File: config.mk
export PLATFORM = sky130hd
export DESIGN_NAME = dns_name_label_encoder
export DESIGN_NICKNAME = d
export VERILOG_FILES = /design/src/hw/rtl/dnle_pkg.sv /design/src/hw/rtl/dns_name_label_encoder.sv /design/src/hw/rtl/dnle_front.sv /design/src/hw/rtl/dnle_back.sv
export VERILOG_INCLUDE_DIRS = /design/src /design/src/hw/rtl
export SDC_FILE = /design/constraint.sdc
export NUM_CORES = 1
export LEC_CHECK = 0
export ABC_AREA = 1
export BUFFER_PORTS_ARGS = -buffer_cell sky130_fd_sc_hd__buf_2
export CAP_MARGIN = 20
export CORE_MARGIN = 2
export CORE_UTILIZATION = 29
export CTS_BUF_LIST = sky130_fd_sc_hd__clkbuf_16
export CTS_CLUSTER_SIZE = 30
export DETAILED_ROUTE_END_ITERATION = 12
export PLACE_DENSITY = 0.48
export SLEW_MARGIN = 30
export SYNTH_ARGS = -nofsm -noshare
export SYNTH_HDL_FRONTEND = slang
export SYNTH_SLANG_ARGS = --single-unit
File: constraint.sdc
create_clock -name clk -period 3.3 [get_ports clk]
set_input_delay 0.495 -clock clk [delete_from_list [all_inputs] [get_ports clk]]
set_output_delay 0.495 -clock clk [all_outputs]
set_load 0.05 [all_outputs]
File: src/hw/rtl/dns_name_label_encoder_defines.svh
// Assertion macros shared by the DNS name label encoder RTL.
`ifndef DNS_NAME_LABEL_ENCODER_DEFINES_SVH
`define DNS_NAME_LABEL_ENCODER_DEFINES_SVH

// Consequent must hold in the same cycle as the antecedent.
`define DNLE_ASSERT_SAME(label, clk, rst, ante, cons, msg) \
  label: assert property (@(posedge clk) disable iff (rst) (ante) |-> (cons)) else $error(msg);

// Consequent must hold in the cycle after the antecedent.
`define DNLE_ASSERT_NEXT(label, clk, rst, ante, cons, msg) \
  label: assert property (@(posedge clk) disable iff (rst) (ante) |=> (cons)) else $error(msg);

`endif

File: src/hw/rtl/dnle_pkg.sv
// Types and constants of the DNS name label encoder.
package dnle_pkg;

  localparam logic [7:0] DOT_CHAR    = 8'd46;
  localparam logic [7:0] TERM_BYTE   = 8'd0;
  localparam int         STORE_DEPTH = 62;
  localparam int         CNT_W       = 6;
  localparam int         ADDR_W      = 6;
  localparam int         QDEPTH      = 4;
  localparam int         PTR_W       = 2;
  localparam int         FILL_W      = 3;

  typedef enum logic [1:0] {
    CMD_BUFFER,        // ordinary character inside a name
    CMD_CLOSE,         // dot inside a name
    CMD_FINISH,        // dot that ends the name
    CMD_BUFFER_FINISH  // ordinary character that ends the name
  } cmd_kind_t;

  typedef struct packed {
    cmd_kind_t  kind;
    logic [7:0] ch;
  } cmd_t;

  typedef enum logic [1:0] {
    ST_IDLE,
    ST_LEN,
    ST_CHAR,
    ST_TERM
  } back_state_t;

  typedef struct packed {
    logic [CNT_W-1:0] count;
    logic             ovf;
  } back_status_t;

endpackage

File: src/hw/rtl/dns_name_label_encoder.sv
// Encodes a dotted host name, one character per request, into DNS wire
// format: each label becomes a length byte followed by its characters, and
// the end of the name adds a zero terminator. A front end classifies each
// character and places it in a four-entry command queue; the back end owns a
// 62-byte label store with one registered read port and a one-entry result
// register. The back end takes each command from the queue in its idle state;
// an ordinary character is only stored there, while a dot or the end of the
// name then emits the length byte and the label characters (and the terminator
// at the end of the name), one result byte per cycle while the result register
// is free or being popped. Labels longer than MAX_LABEL keep their first MAX_LABEL
// characters and their length byte carries label_overflow.
module dns_name_label_encoder import dnle_pkg::*; #(
  parameter int MAX_LABEL = 62
) (
  input  logic       clk,
  input  logic       rst,
  input  logic       push,
  output logic       full,
  input  logic [7:0] in_char,
  input  logic       name_end,
  input  logic       pop,
  output logic       empty,
  output logic [7:0] out_byte,
  output logic       run_last,
  output logic       label_overflow
);

`include "dns_name_label_encoder_defines.svh"

  cmd_t         cmd;
  logic         cmd_valid;
  logic         cmd_ready;
  back_status_t status;

  dnle_front u_front (
    .clk       (clk),
    .rst       (rst),
    .push      (push),
    .full      (full),
    .in_char   (in_char),
    .name_end  (name_end),
    .cmd       (cmd),
    .cmd_valid (cmd_valid),
    .cmd_ready (cmd_ready)
  );

  dnle_back #(
    .MAX_LABEL (MAX_LABEL)
  ) u_back (
    .clk            (clk),
    .rst            (rst),
    .cmd            (cmd),
    .cmd_valid      (cmd_valid),
    .cmd_ready      (cmd_ready),
    .pop            (pop),
    .empty          (empty),
    .out_byte       (out_byte),
    .run_last       (run_last),
    .label_overflow (label_overflow),
    .status         (status)
  );

  `DNLE_ASSERT_NEXT(a_accept_queued, clk, rst, push && !full, cmd_valid, "accepted request not queued")
  `DNLE_ASSERT_SAME(a_count_bound, clk, rst, 1'b1, status.count <= CNT_W'(MAX_LABEL), "label count above limit")
  `DNLE_ASSERT_SAME(a_ovf_full, clk, rst, status.ovf, status.count == CNT_W'(MAX_LABEL), "overflow with label not full")
  `DNLE_ASSERT_SAME(a_ovf_len, clk, rst, !empty && label_overflow, out_byte == 8'(MAX_LABEL), "overflow flag on wrong length")

endmodule

File: src/hw/rtl/dnle_front.sv
// Front end: accepts characters, classifies them and queues commands.
module dnle_front import dnle_pkg::*; (
  input  logic       clk,
  input  logic       rst,
  input  logic       push,
  output logic       full,
  input  logic [7:0] in_char,
  input  logic       name_end,
  output cmd_t       cmd,
  output logic       cmd_valid,
  input  logic       cmd_ready
);

  cmd_t              q [QDEPTH];
  logic [PTR_W-1:0]  wr_ptr;
  logic [PTR_W-1:0]  rd_ptr;
  logic [FILL_W-1:0] fill;
  logic              do_push;
  logic              do_pop;
  cmd_t              new_cmd;

  always_comb begin
    new_cmd.ch = in_char;
    unique case ({in_char == DOT_CHAR, name_end})
      2'b00:   new_cmd.kind = CMD_BUFFER;
      2'b01:   new_cmd.kind = CMD_BUFFER_FINISH;
      2'b10:   new_cmd.kind = CMD_CLOSE;
      2'b11:   new_cmd.kind = CMD_FINISH;
      default: new_cmd.kind = CMD_BUFFER;
    endcase
  end

  assign full      = (fill == FILL_W'(QDEPTH));
  assign cmd_valid = (fill != '0);
  assign cmd       = q[rd_ptr];
  assign do_push   = push && !full;
  assign do_pop    = cmd_valid && cmd_ready;

  always_ff @(posedge clk) begin
    if (do_push) begin
      q[wr_ptr] <= new_cmd;
    end
  end

  always_ff @(posedge clk) begin
    if (rst) begin
      wr_ptr <= '0;
      rd_ptr <= '0;
      fill   <= '0;
    end else begin
      if (do_push) begin
        wr_ptr <= wr_ptr + 1'b1;
      end
      if (do_pop) begin
        rd_ptr <= rd_ptr + 1'b1;
      end
      case ({do_push, do_pop})
        2'b10:   fill <= fill + 1'b1;
        2'b01:   fill <= fill - 1'b1;
        default: fill <= fill;
      endcase
    end
  end

endmodule

File: src/hw/rtl/dnle_back.sv
// Back end: label buffer, length and terminator emission, result register.
module dnle_back import dnle_pkg::*; #(
  parameter int MAX_LABEL = 62
) (
  input  logic         clk,
  input  logic         rst,
  input  cmd_t         cmd,
  input  logic         cmd_valid,
  output logic         cmd_ready,
  input  logic         pop,
  output logic         empty,
  output logic [7:0]   out_byte,
  output logic         run_last,
  output logic         label_overflow,
  output back_status_t status
);

  back_state_t      state;
  back_state_t      state_next;
  logic [CNT_W-1:0] count;
  logic [CNT_W-1:0] count_next;
  logic             ovf;
  logic             ovf_next;
  logic [ADDR_W-1:0] idx;
  logic [ADDR_W-1:0] idx_next;
  logic [ADDR_W-1:0] idx_inc;
  logic             fin;
  logic             fin_next;
  logic [7:0]       mem [STORE_DEPTH];
  logic [7:0]       mem_q;
  logic             wr_en;
  logic             out_valid;
  logic             can_emit;
  logic             emit;
  logic [7:0]       emit_byte;
  logic             emit_last;
  logic             emit_ovf;
  logic             take_buf;

  assign empty    = !out_valid;
  assign can_emit = !out_valid || pop;
  assign idx_inc  = idx + 1'b1;
  assign take_buf = (cmd.kind == CMD_BUFFER) || (cmd.kind == CMD_BUFFER_FINISH);
  assign status.count = count;
  assign status.ovf   = ovf;

  always_comb begin
    state_next = state;
    unique case (state)
      ST_IDLE: begin
        if (cmd_valid && cmd.kind != CMD_BUFFER) begin
          state_next = ST_LEN;
        end
      end
      ST_LEN: begin
        if (can_emit) begin
          if (count == '0) begin
            state_next = fin ? ST_TERM : ST_IDLE;
          end else begin
            state_next = ST_CHAR;
          end
        end
      end
      ST_CHAR: begin
        if (can_emit && idx_inc == count) begin
          state_next = fin ? ST_TERM : ST_IDLE;
        end
      end
      ST_TERM: begin
        if (can_emit) begin
          state_next = ST_IDLE;
        end
      end
      default: state_next = ST_IDLE;
    endcase
  end

  always_comb begin
    cmd_ready  = 1'b0;
    wr_en      = 1'b0;
    emit       = 1'b0;
    emit_byte  = TERM_BYTE;
    emit_last  = 1'b0;
    emit_ovf   = 1'b0;
    count_next = count;
    ovf_next   = ovf;
    idx_next   = idx;
    fin_next   = fin;
    unique case (state)
      ST_IDLE: begin
        cmd_ready = 1'b1;
        idx_next  = '0;
        if (cmd_valid) begin
          fin_next = (cmd.kind == CMD_FINISH) || (cmd.kind == CMD_BUFFER_FINISH);
          if (take_buf) begin
            if (count < CNT_W'(MAX_LABEL)) begin
              wr_en      = 1'b1;
              count_next = count + 1'b1;
            end else begin
              ovf_next = 1'b1;
            end
          end
        end
      end
      ST_LEN: begin
        // The store is read again here so that a character written on the
        // previous cycle is seen by the first character cycle.
        idx_next = '0;
        if (can_emit) begin
          emit      = 1'b1;
          emit_byte = {{(8 - CNT_W){1'b0}}, count};
          emit_ovf  = ovf;
          emit_last = (count == '0) && !fin;
          if (count == '0) begin
            ovf_next = 1'b0;
          end
        end
      end
      ST_CHAR: begin
        if (can_emit) begin
          emit      = 1'b1;
          emit_byte = mem_q;
          emit_last = (idx_inc == count) && !fin;
          idx_next  = idx_inc;
          if (idx_inc == count) begin
            count_next = '0;
            ovf_next   = 1'b0;
          end
        end
      end
      ST_TERM: begin
        if (can_emit) begin
          emit      = 1'b1;
          emit_byte = TERM_BYTE;
          emit_last = 1'b1;
        end
      end
      default: begin
        idx_next = '0;
      end
    endcase
  end

  always_ff @(posedge clk) begin
    if (wr_en) begin
      mem[count] <= cmd.ch;
    end
    mem_q <= mem[idx_next];
  end

  always_ff @(posedge clk) begin
    if (emit) begin
      out_byte       <= emit_byte;
      run_last       <= emit_last;
      label_overflow <= emit_ovf;
    end
    idx <= idx_next;
    fin <= fin_next;
  end

  always_ff @(posedge clk) begin
    if (rst) begin
      state     <= ST_IDLE;
      count     <= '0;
      ovf       <= 1'b0;
      out_valid <= 1'b0;
    end else begin
      state <= state_next;
      count <= count_next;
      ovf   <= ovf_next;
      if (emit) begin
        out_valid <= 1'b1;
      end else if (pop) begin
        out_valid <= 1'b0;
      end
    end
  end

endmodule
Word level (Yosys, flattened, before mapping)
Memory sizes are Yosys's and may differ from the RTL's. A register that Yosys moved wholly into a read port is not among the register bits.
Cells that the tools add are included.
{ "word_totals": {"latch_bits": 0, "ramBits": 536, "mem_count": 2, "reg_bits": 34, "rom_bits": 0, "wordCells": 120, "output_inout_bits": 12, "inputBits": 13} }
{ "memory_table": {"columns": ["name", "depth", "word_bits", "rd", "rd_ports_with_merged_regs", "write_ports", "line_no", "source"], "rows": [
  ["u_back.mem", 62, 8, 1, 1, 1, "dnle_back.sv:29", "logic [7:0] mem [STORE_DEPTH];"],
  ["u_front.q", 4, 10, 1, 1, 1, "dnle_front.sv:14", "cmd_t q [QDEPTH];"]
]} }
{ "classes": {"multipliers": 0, "addsub": 6, "order_cmp": 1, "shifts": 0, "div": 0, "bitwise": 0, "eq_ne": 24, "reduce_logical": 29, "muxes": 46} }
{ "op_table": {"columns": ["operator", "count"], "rows": [
  ["$mux W6", 7],
  ["$pmux W6 S2", 2],
  ["$mux W1", 22],
  ["$ne A2 B1 Y1 const B", 10],
  ["$mux W2", 8],
  ["$pmux W2 S4", 2],
  ["$pmux W8 S2", 1],
  ["$eq A2 B2 Y1 const B", 7],
  ["$add A6 B1 Y6 const B", 2],
  ["$eq A8 B6 Y1 const B", 1],
  ["$mux W8", 1],
  ["$reduce_and A8 Y1", 1],
  ["$reduce_bool A2 Y1", 4],
  ["$eq A2 B1 Y1 const B", 3],
  ["$eq A6 B6 Y1", 1],
  ["$logic_and A1 B1 Y1", 6],
  ["$logic_not A2 Y1", 3],
  ["$logic_not A6 Y1", 1],
  ["$lt A6 B6 Y1 const B", 1],
  ["$pmux W1 S3", 2],
  ["$pmux W3 S2", 1],
  ["$reduce_and A6 Y1", 1],
  ["$reduce_bool A3 Y1", 2],
  ["$add A2 B1 Y2 const B", 2],
  ["other kinds (10)", 15]
]} }

Longest topological paths before layout
Gate-level depths: netlist (run 1).
{ "depth": {"ltp_word": 7, "depth_mapped": 17, "ltp_nobuf": 14} }

Hierarchy
From an unflattened synthesis (run 1), not the netlist that was laid out.
{ "hier_totals": {"cells_unflattened": 2533, "area_unflattened_um2": 26081.3} }
{ "by_module_without_submodules": {"columns": ["module", "cells_each", "area_per_inst_um2", "instances", "seq_area_each_um2"], "rows": [
  ["dnle_back", 2356, 24036.8, 1, 15705.1],
  ["dnle_front", 177, 2044.5, 1, 1381.3]
]} }

Least setup slack after synthesis (run 1)
Ideal clock, no wire load.
{ "synth_path": {"path_type": "register to register", "startpoint": "register with a tool-made name", "endpoint": "memory u_back.mem[0][7], data pin", "path_slack_ns": 0.277, "setup_time_ns": 0.542, "path_buffers": 1, "required_time_ns": 2.758, "synth_period_minus_slack_ns": 3.023, "path_stages_with_launch": 5, "t_arrival_ns": 2.481, "path_cell_list": "dfxtp_1 > inv_1 > clkbuf_1 > o21ai_0 > o22ai_1"} }
{ "synth_lines": {"columns": ["element", "line_no"], "rows": [
  ["end, declared", "dnle_back.sv:29"]
]} }

==> summary.txt, run 1 <==
Timing
  – Clk_skew: between 0.02 and 0.025 ns
  – Setup TNS: 0 ns
  – RSZ-0062 raised after global routing: false
  – Hold Fails Final Rpt: 0
  – Period utilization: 0.921
  – Final Max Slew Viols: 0
  – # setup viols final: 0
  – Fmax: approximately 0.33 GHz
  – Slew @ Worst Pin: between 0.9 and 1 ns
  – Max_slew headroom: 0.394
  – Fin crit period: slightly above 3 ns

Placed design
  – Port bufs: 24
  – DP Cell Count: between 3000 and 4000
  – Final HPWL DP: 43300 µm
  – Gpl congestion: approximately 0.83

Drt
  – Initial DRC count: 1775
  – ANT nets after route: 0
  – Drt wl/cell: between 15 and 20 µm
  – Drc violations: 0
  – Vias per inst: ~4.8
  – Vias: about 18000
  – 1st-pass router iterations: 6
  – DRT Wirelength: between 70000 and 80000 µm

Logic synthesis
  – Register area share after synthesis: 0.648
  – Top FF cell, synth: edfxtp_1
  – Count of cell types in the netlist: 38
  – #FFs+latches synth: 580
  – Average size of a mapped cell: ~10 µm²
  – Mapped Cells: approximately 2600
  – Cell Area, Synth: between 20000 and 30000 µm²
  – Post-Syn Nets: approximately 2600
  – Post-synthesis async set-or-reset flop share: 0
  – Post-synth EDFFs: 547
  – Yosys warns: 0

Die
  – Die ar.: between 90000 and 100000 µm²
  – Core Area: approximately 90000 µm²
  – I/O Pins: 25
  – Die width: ~310 µm
  – Die boundary height: 306 µm
  – Row cnt: 110
  – Starting Density: 0.293

Clock tree
  – Worst skew pair latency: 0.61 ns
  – # Post-CTS Setup Buffers: 0
  – H-Tree Depth: 3
  – Clk buf depth: 3
  – Clock transition at the registers of the reported paths: ~0.060 ns
  – CTS Root Cell: clkbuf_16
  – # clock sinks: 580
  – CTS tree: done
  – Cts bufs inserted: between 60 and 70

Global routing
  – First-pass GRT wire length: between 100000 and 150000 µm
  – Met3 Use GR: 0.0226
  – Number of global-route vias before repair: 18110
  – Met2 global-route usage: 0.257
  – GRT Total Usage: 0.156
  – M1 GR Usage: 0.210
  – Initial antenna violation count: 2
  – Most Crowded Layer GR: met2
  – Overflow after GRT: 0
  – Largest net degree at the start of global routing: 146

Final layout
  – Fin nets: between 2000 and 3000
  – Share of cells above drive strength 1: 0.103
  – Commonest non-fill, non-tap cells in the layout: 547 x edfxtp_1, 488 x inv_1, 467 x nand3_1
  – Fill cells: 9185
  – Commonest non-fill, non-tap cell in the layout: edfxtp_1
  – Area Overhead vs Synth: 15.3%
  – Finished Layout Cells: around 3800
  – # diodes: 0

Setup path
  – Reg2Reg Depth: 10
  – Worst Setup End Kind: flip-flop
  – WP data arrival: 3.34 ns
  – Critical path buffer and inverter count: 4
  – Crit-path cells: clkinvlp_4, a32oi_2, inv_1, ha_1, or2_2, nor2_2, nand4_1, buf_4, nor2_1, buf_4
  – Peak per-stage delay on the critical path: 0.37 ns
  – Most used cell, CP: buf_4
  – Crit start category: flip-flop
  – Critical path type: reg -> reg
  – Worst EP required: approximately 3.6 ns
  – CP max stage cell: dfxtp_1
  – Critical path fanouts, max: 12
  – Flop-to-flop setup slack: 0.26 ns
  – RR Endpoint: u_back.mem[28][5]
  – CP top delay family: simple AND/OR/NAND/NOR gates

Power and ir drop
  – Clock Power Share: 0.277
  – Sw Share: 0.370
  – PD cells: between 800 and 900 nW/µm²
  – Sequential Power Share: 0.400
  – Internal Power: between 15 and 20 mW
  – Leakage Power: between 10 and 15 nW
  – VDD IR max: 0.706 mV
  – Combinational Power Share: 0.323
  – Psw: 9.06 mW

Run status
  – Outcome: finished, final reports clean

Worst hold path
  – Worst Hold Path EP: u_back.state[1]
  – Hold depth: 2
  – Min-delay src: rst
  – Hold Crit Class: in -> reg

Flow run
  – Max_cap viols: 0
[cell usage after synthesis, types with 2 or more instances]
cell,n,area share
o21ai_0,31,0.0059
nor2_1,115,0.016
o21ai_1,12,0.0023
a21oi_1,24,0.0046
buf_2,111,0.021
a32oi_1,2,0.00066
or2_2,3,0.00071
nand2_2,3,0.00071
nand3_1,467,0.089
ha_1,18,0.0085
nand4_1,205,0.049
o22ai_1,8,0.0019
xor2_1,3,0.0010
nor2_2,5,0.0012
nand2_4,4,0.0017
buf_4,24,0.0068
edfxtp_1,547,0.62
nor3_1,4,0.00076
clkbuf_1,12,0.0017
buf_6,7,0.0030
dfxtp_1,33,0.025
inv_1,479,0.068
nand2_1,418,0.059
xnor2_1,2,0.00066
clkinv_1,2,0.00028
nand3_2,4,0.0015
inv_2,9,0.0013
[cell families after synthesis]
kind of cell | share of synthesized area
buffers and inverters | 0.103
adder cells (fa/ha/maj) | 0.00930
multiplexers | 0.000380
AND/OR/NAND/NOR | 0.221
XOR/XNOR | 0.00166
AO/OA/AOI/OAI | 0.0175
flip-flops | 0.648
[metrics by stage]
stage	total power [mW]	cell area, µm²	worst slack [ns]	hold WS, ns	utilization
after global placement	17.9	28400	0.237	0.452	0.315
final	24.5	30400	0.259	0.128	0.338
after floorplan	14.7	26400	0.277	0.436	-
after detailed placement	18.0	28400	0.175	0.468	0.315
after global routing	25.8	30400	0.0452	0.118	0.338
after CTS	24.8	30400	0.162	0.0995	0.338
[per-layer routing]
metal	wire, µm	vias to the layer above
met3	3560	119
met4	2210	0
met2	34400	474
li1	-	8799
met5	0	-
met1	32600	8958
[registers in the layout, indices dropped and copies added, names as in the netlist, 2 cells and up, named ones only]
signal and count:
u_back.mem 496, u_front.q 40, u_back.mem_q 8, u_back.out_byte 8, u_back.count 6, u_back.idx 6
u_front.fill 3, u_back.state 2, u_front.rd_ptr 2, u_front.wr_ptr 2
[worst register-to-register path: cells and delay by family, from the launching register on]
family	cells	cell delay [ns]
simple gates	4	1.01
buf+inv	4	0.76
flops	1	0.37
compound gates	1	0.33
fa+ha+maj	1	0.29
[how the worst max path moves through the flow]
| stage | startpoint | end | depth (start not counted) | slack [ns] |
|---|---|---|---|---|
| floorplan | flip-flop | u_back.mem[0][7] | 4 | 0.28 |
| global placement | flip-flop | u_back.mem[28][1] | 11 | 0.24 |
| detailed placement | flip-flop | u_back.mem[10][3] | 11 | 0.18 |
| CTS | flip-flop | u_back.mem[10][3] | 11 | 0.16 |
| global route | flip-flop | u_back.mem[36][7] | 10 | 0.05 |
| finish | flip-flop | u_back.mem[28][5] | 10 | 0.26 |
[repair_timing]
item,in CTS,in global routing
gates resized for setup,0,3
setup endpoints to repair,0,22
hold buffers,0,0
[power by group through the flow]
stage	Combinational, mW	Sequential [mW]	Clock [mW]
after global placement	7.99	9.95	0
after detailed placement	8.04	9.95	0
after global routing	8.69	9.82	7.25
after CTS	8.06	9.79	6.98
after floorplan	4.56	10.1	0
final	7.93	9.79	6.79
[final cells by class]
| class | instances | area, µm² | area share |
|---|---|---|---|
| Sequential cell | 580 | 17100 | 0.562 |
| Timing Repair Buffer | 140 | 1250 | 0.0412 |
| Clock inverter | 42 | 195 | 0.00642 |
| Tap cell | 1176 | 1470 | 0.0484 |
| Clock buffer | 72 | 1800 | 0.0593 |
| Inverter | 491 | 1850 | 0.0609 |
| Multi-Input combinational cell | 1338 | 6750 | 0.222 |
(Power assumes the default switching activity.)
==> inputs of run 2 (changes only) <==
--- a/config.mk
+++ b/config.mk
@@ -6,10 +6,8 @@
 export SDC_FILE = /design/constraint.sdc
 export NUM_CORES = 1
 export LEC_CHECK = 0
-export ABC_AREA = 1
 export BUFFER_PORTS_ARGS = -buffer_cell sky130_fd_sc_hd__buf_2
 export CAP_MARGIN = 20
-export CORE_MARGIN = 2
 export CORE_UTILIZATION = 29
 export CTS_BUF_LIST = sky130_fd_sc_hd__clkbuf_16
 export CTS_CLUSTER_SIZE = 30
==> run 2 against run 1 <==
Count of clock-buffer cells in the layout down 12. Clock power down 8.5%. Core utilization up 0.90 points. Register-to-register slack worse by 0.20 ns. Cell area down 7.8%. First-iteration DRC count down 22%. Routed wire length down 10%. Cell count down 24%. Sequential cell count unchanged. Die area down 11%. Critical path depth up 1.
==> summary.txt, run 2 <==
Timing
  – Clk_skew: 0.0241 ns (+0.00152 ns)
  – Slew @ Worst Pin: 0.901 ns (-0.00767 ns)
  – # setup viols final: 0 (unchanged)
  – Hold Fails Final Rpt: 0 (unchanged)
  – Final Max Slew Viols: 0 (unchanged)
  – Fin crit period: 3.24 ns (+0.195 ns)
  – Hold slack: 0.0973 ns (-0.0311 ns)
  – RSZ-0062 raised after global routing: false
  – Period utilization: 0.981 (+0.0592)
  – Max_slew headroom: 0.399 (+0.00512)
  – Fmax: 0.309 GHz (-6.0%)

Clock tree
  – CTS tree: done
  – H-Tree Depth: 2 (-1)
  – # Post-CTS Setup Buffers: 0 (unchanged)
  – Clock transition at the registers of the reported paths: 0.06 ns (about the same)
  – Cts bufs inserted: 59 (-11%)
  – CTS Root Cell: clkbuf_16
  – # clock sinks: 580 (unchanged)
  – Worst skew pair latency: 0.63 ns (+0.02 ns)
  – Clk buf depth: 3 (unchanged)

Power and ir drop
  – Combinational Power Share: 0.163 (-0.160)
  – Clock Power Share: 0.335 (+0.058)
  – VDD IR max: 0.430 mV (-39%)
  – Sw Share: 0.281 (-0.0889)
  – Sequential Power Share: 0.502 (+0.102)
  – Psw: 5.20 mW (-43%)
  – PD cells: 660 nW/µm² (-18%)
  – Internal Power: 13.3 mW (-14%)
  – Leakage Power: 9.35 nW (-24%)

Logic synthesis
  – Mapped Cells: 1662 (-35%)
  – Area leader, netlist: edfxtp_1
  – Average size of a mapped cell: 14.3 µm² (+39%)
  – Yosys warns: 0 (unchanged)
  – Area fraction of the dominant cell type after synthesis: 0.690 (+0.0673)
  – Top FF cell, synth: edfxtp_1
  – Synth area leaders: edfxtp_1 69%, mux2i_1 4.3%, nand2_1 4.0%
  – Cell Area, Synth: 23800 µm² (-9.8%)
  – Post-Syn Nets: 1694 (-35%)
  – Post-synth EDFFs: 547 (unchanged)
  – Register area share after synthesis: 0.718 (+0.0700)
  – Synth cell count leaders: 547 x edfxtp_1, 252 x nand2_1, 118 x nor2_1, 103 x mux2i_1, 77 x a21oi_1
  – Post-synthesis async set-or-reset flop share: 0 (unchanged)
  – Count of cell types in the netlist: 79 (+110%)
  – #FFs+latches synth: 580 (unchanged)
  – Most frequent cell after synthesis: edfxtp_1

Placed design
  – Placed cell area: 26100 µm² (-8.0%)
  – Port bufs: 24 (unchanged)
  – Final HPWL DP: 41800 µm (-3.4%)
  – Gpl congestion: 0.859 (+2.9%)

Worst hold path
  – Hold Crit Class: in -> reg
  – Min-delay src: in_char[1]
  – Worst Hold Path EP: u_front.q[2][1]
  – Hold depth: 1 (-1)

Final layout
  – Commonest non-fill, non-tap cells in the layout: 547 x edfxtp_1, 251 x nand2_1, 153 x buf_4
  – Sequential Area: 17100 µm² (about the same)
  – Area Overhead vs Synth: 17.7%
  – Commonest non-fill, non-tap cell in the layout: edfxtp_1
  – Fin util: 0.347 (+0.00897)
  – Share of cells above drive strength 1: 0.181 (+0.0789)
  – Area of the multi-input gates: 6190 µm² (-8.2%)
  – Top reg by flops: u_back.mem
  – Fill cells: 7751 (-16%)
  – Max reg flops: 496 (unchanged)
  – Post-route design area: 28000 µm² (-7.8%)
  – Fin nets: 1858 (-30%)
  – Biggest regs: u_back.mem (496), u_front.q (40)

Die
  – Die width: 288 µm (-5.6%)
  – I/O Pins: 25 (unchanged)
  – Die ar.: 83200 µm² (-11%)
  – Core Area: 80800 µm² (-10%)
  – Row cnt: 104 (-5.5%)
  – Die boundary height: 288 µm (-5.6%)
  – Starting Density: 0.295 (+0.00154)

Setup path
  – RR Endpoint: u_back.mem_q[0]
  – Worst EP required: 3.81 ns (+0.21 ns)
  – Peak per-stage delay on the critical path: 0.51 ns (+0.14 ns)
  – Flop-to-flop setup slack: 0.06 ns (-0.20 ns)
  – Most used cell, CP: buf_4
  – R2R Path Start: u_back.state[1]
  – WP data arrival: 3.75 ns (+0.41 ns)
  – CP max stage cell: nor2_4
  – Crit-path cells: ha_2, nor2b_1, a211o_1, o21a_2, buf_4, nor2_4, a22oi_1, a21oi_1, a2111oi_4, buf_4, and3_1
  – Crit start category: flip-flop
  – Critical path type: reg -> reg
  – Worst Setup End Kind: flip-flop
  – Critical path fanouts, max: 19 (+7)
  – Reg2Reg Depth: 11 (+1)

Flow run
  – Max_cap viols: 0 (unchanged)

Drt
  – Drt wl/cell: 22.3 µm (+18%)
  – ANT nets after route: 0 (unchanged)
  – Initial DRC count: 1379 (-22%)
  – Vias per inst: 4.91 (+2.8%)
  – Vias: 14421 (-21%)
  – 1st-pass router iterations: 5 (-1)
  – Drc violations: 0 (unchanged)
  – DRT Wirelength: 65400 µm (-10%)

Global routing
  – GRT Total Usage: 0.158 (+0.00180)
  – Initial antenna violation count: 2 (unchanged)
  – First-pass GRT wire length: 97200 µm (-12%)
  – Largest net degree at the start of global routing: 72 (-51%)
  – Overflow after GRT: 0 (unchanged)
  – Number of global-route vias before repair: 14637 (-19%)

Run status
  – Outcome: finished, final reports clean
run 2: cell types whose count changed in the layout (fill, tap and decap cells not counted), sizes merged, moves of 52 or more:
| cell | delta |
|---|---|
| mux2i | +103 |
| nand4 | -202 |
| a21oi | +52 |
| inv | -451 |
| nand3 | -418 |
| nand2 | -172 |
run 2: how the worst max path moves through the flow:
stage,from,to,slack [ns],cells after the start
after floorplan,flip-flop,u_back.mem[55][0],0.18,8
after global placement,pop,u_back.mem_q[0],-0.48,13
after detailed placement,u_back.state[1],u_back.mem_q[0],-0.24,13
after CTS,u_back.state[0],u_back.mem_q[3],0.02,14
after global routing,u_back.state[1],u_back.mem_q[7],0.003,11
final,u_back.state[1],u_back.mem_q[0],0.06,11
run 2: cell type report:
class,count,share of cell area
diodes,1,0.0000893
clock buffers,60,0.0536
clock inverters,49,0.00991
inverters,28,0.00402
multi-input cells,967,0.221
flip-flops and latches,580,0.610
well taps,1060,0.0473
repair buffers,190,0.0543
run 2: power by group through the flow:
stage | sequential, mW | combinational, mW | clock (mW)
6_report | 9.28 | 3.02 | 6.21
5_1_grt | 9.30 | 3.29 | 6.59
4_1_cts | 9.28 | 3.04 | 6.34
3_5_place_dp | 9.43 | 3.03 | 0
3_3_place_gp | 9.44 | 2.95 | 0
2_1_floorplan | 9.50 | 1.52 | 0
run 2: metrics by stage:
stage	setup slack, ns	TNS [ns]	power, mW	instances
4_1_cts	0.0225	0	18.7	2934
5_1_grt	0.00265	0	19.2	2934
3_5_place_dp	-0.244	-1.21	12.5	2825
3_3_place_gp	-0.480	-1.49	12.4	2824
6_report	0.0638	0	18.5	2935
2_1_floorplan	0.179	0	11.0	1662
run 2: critical path: cells and delay by family, from the launching register on:
family | cells | cell delay [ns]
buffers and inverters | 2 | 0.35
adder cells (fa/ha/maj) | 1 | 0.31
AND/OR/NAND/NOR | 3 | 0.79
AO/OA/AOI/OAI | 5 | 1.24
flip-flops | 1 | 0.43
run 2: metal layers:
| metal | part of all wire | GRT usage | routed length, µm | up-vias |
|---|---|---|---|---|
| met5 | 0 | 0 | 0 | - |
| met4 | 0.029 | 0.0554 | 1880 | 0 |
| met3 | 0.054 | 0.0242 | 3540 | 110 |
| met2 | 0.48 | 0.257 | 31000 | 390 |
| met1 | 0.44 | 0.213 | 28900 | 7292 |
| li1 | - | - | - | 6629 |
run 2: cells by family (layout without fill, tap and decap cells):
| logic type | count (synthesis) | count (layout) | share of synthesized area |
|---|---|---|---|
| AO/OA/AOI/OAI | 277 | 277 | 0.0763 |
| XOR/XNOR | 14 | 14 | 0.00515 |
| adder cells (fa/ha/maj) | 19 | 19 | 0.0103 |
| buffers and inverters | 115 | 327 | 0.0271 |
| flip-flops | 580 | 580 | 0.718 |
| multiplexers | 125 | 125 | 0.0627 |
| other | 0 | 1 | 0 |
| AND/OR/NAND/NOR | 532 | 532 | 0.101 |
run 2: what timing repair did:
item	CTS	global route
pin swaps	1	0
setup endpoints to repair	8	34
hold buffers	0	0
gates resized for setup	10	27
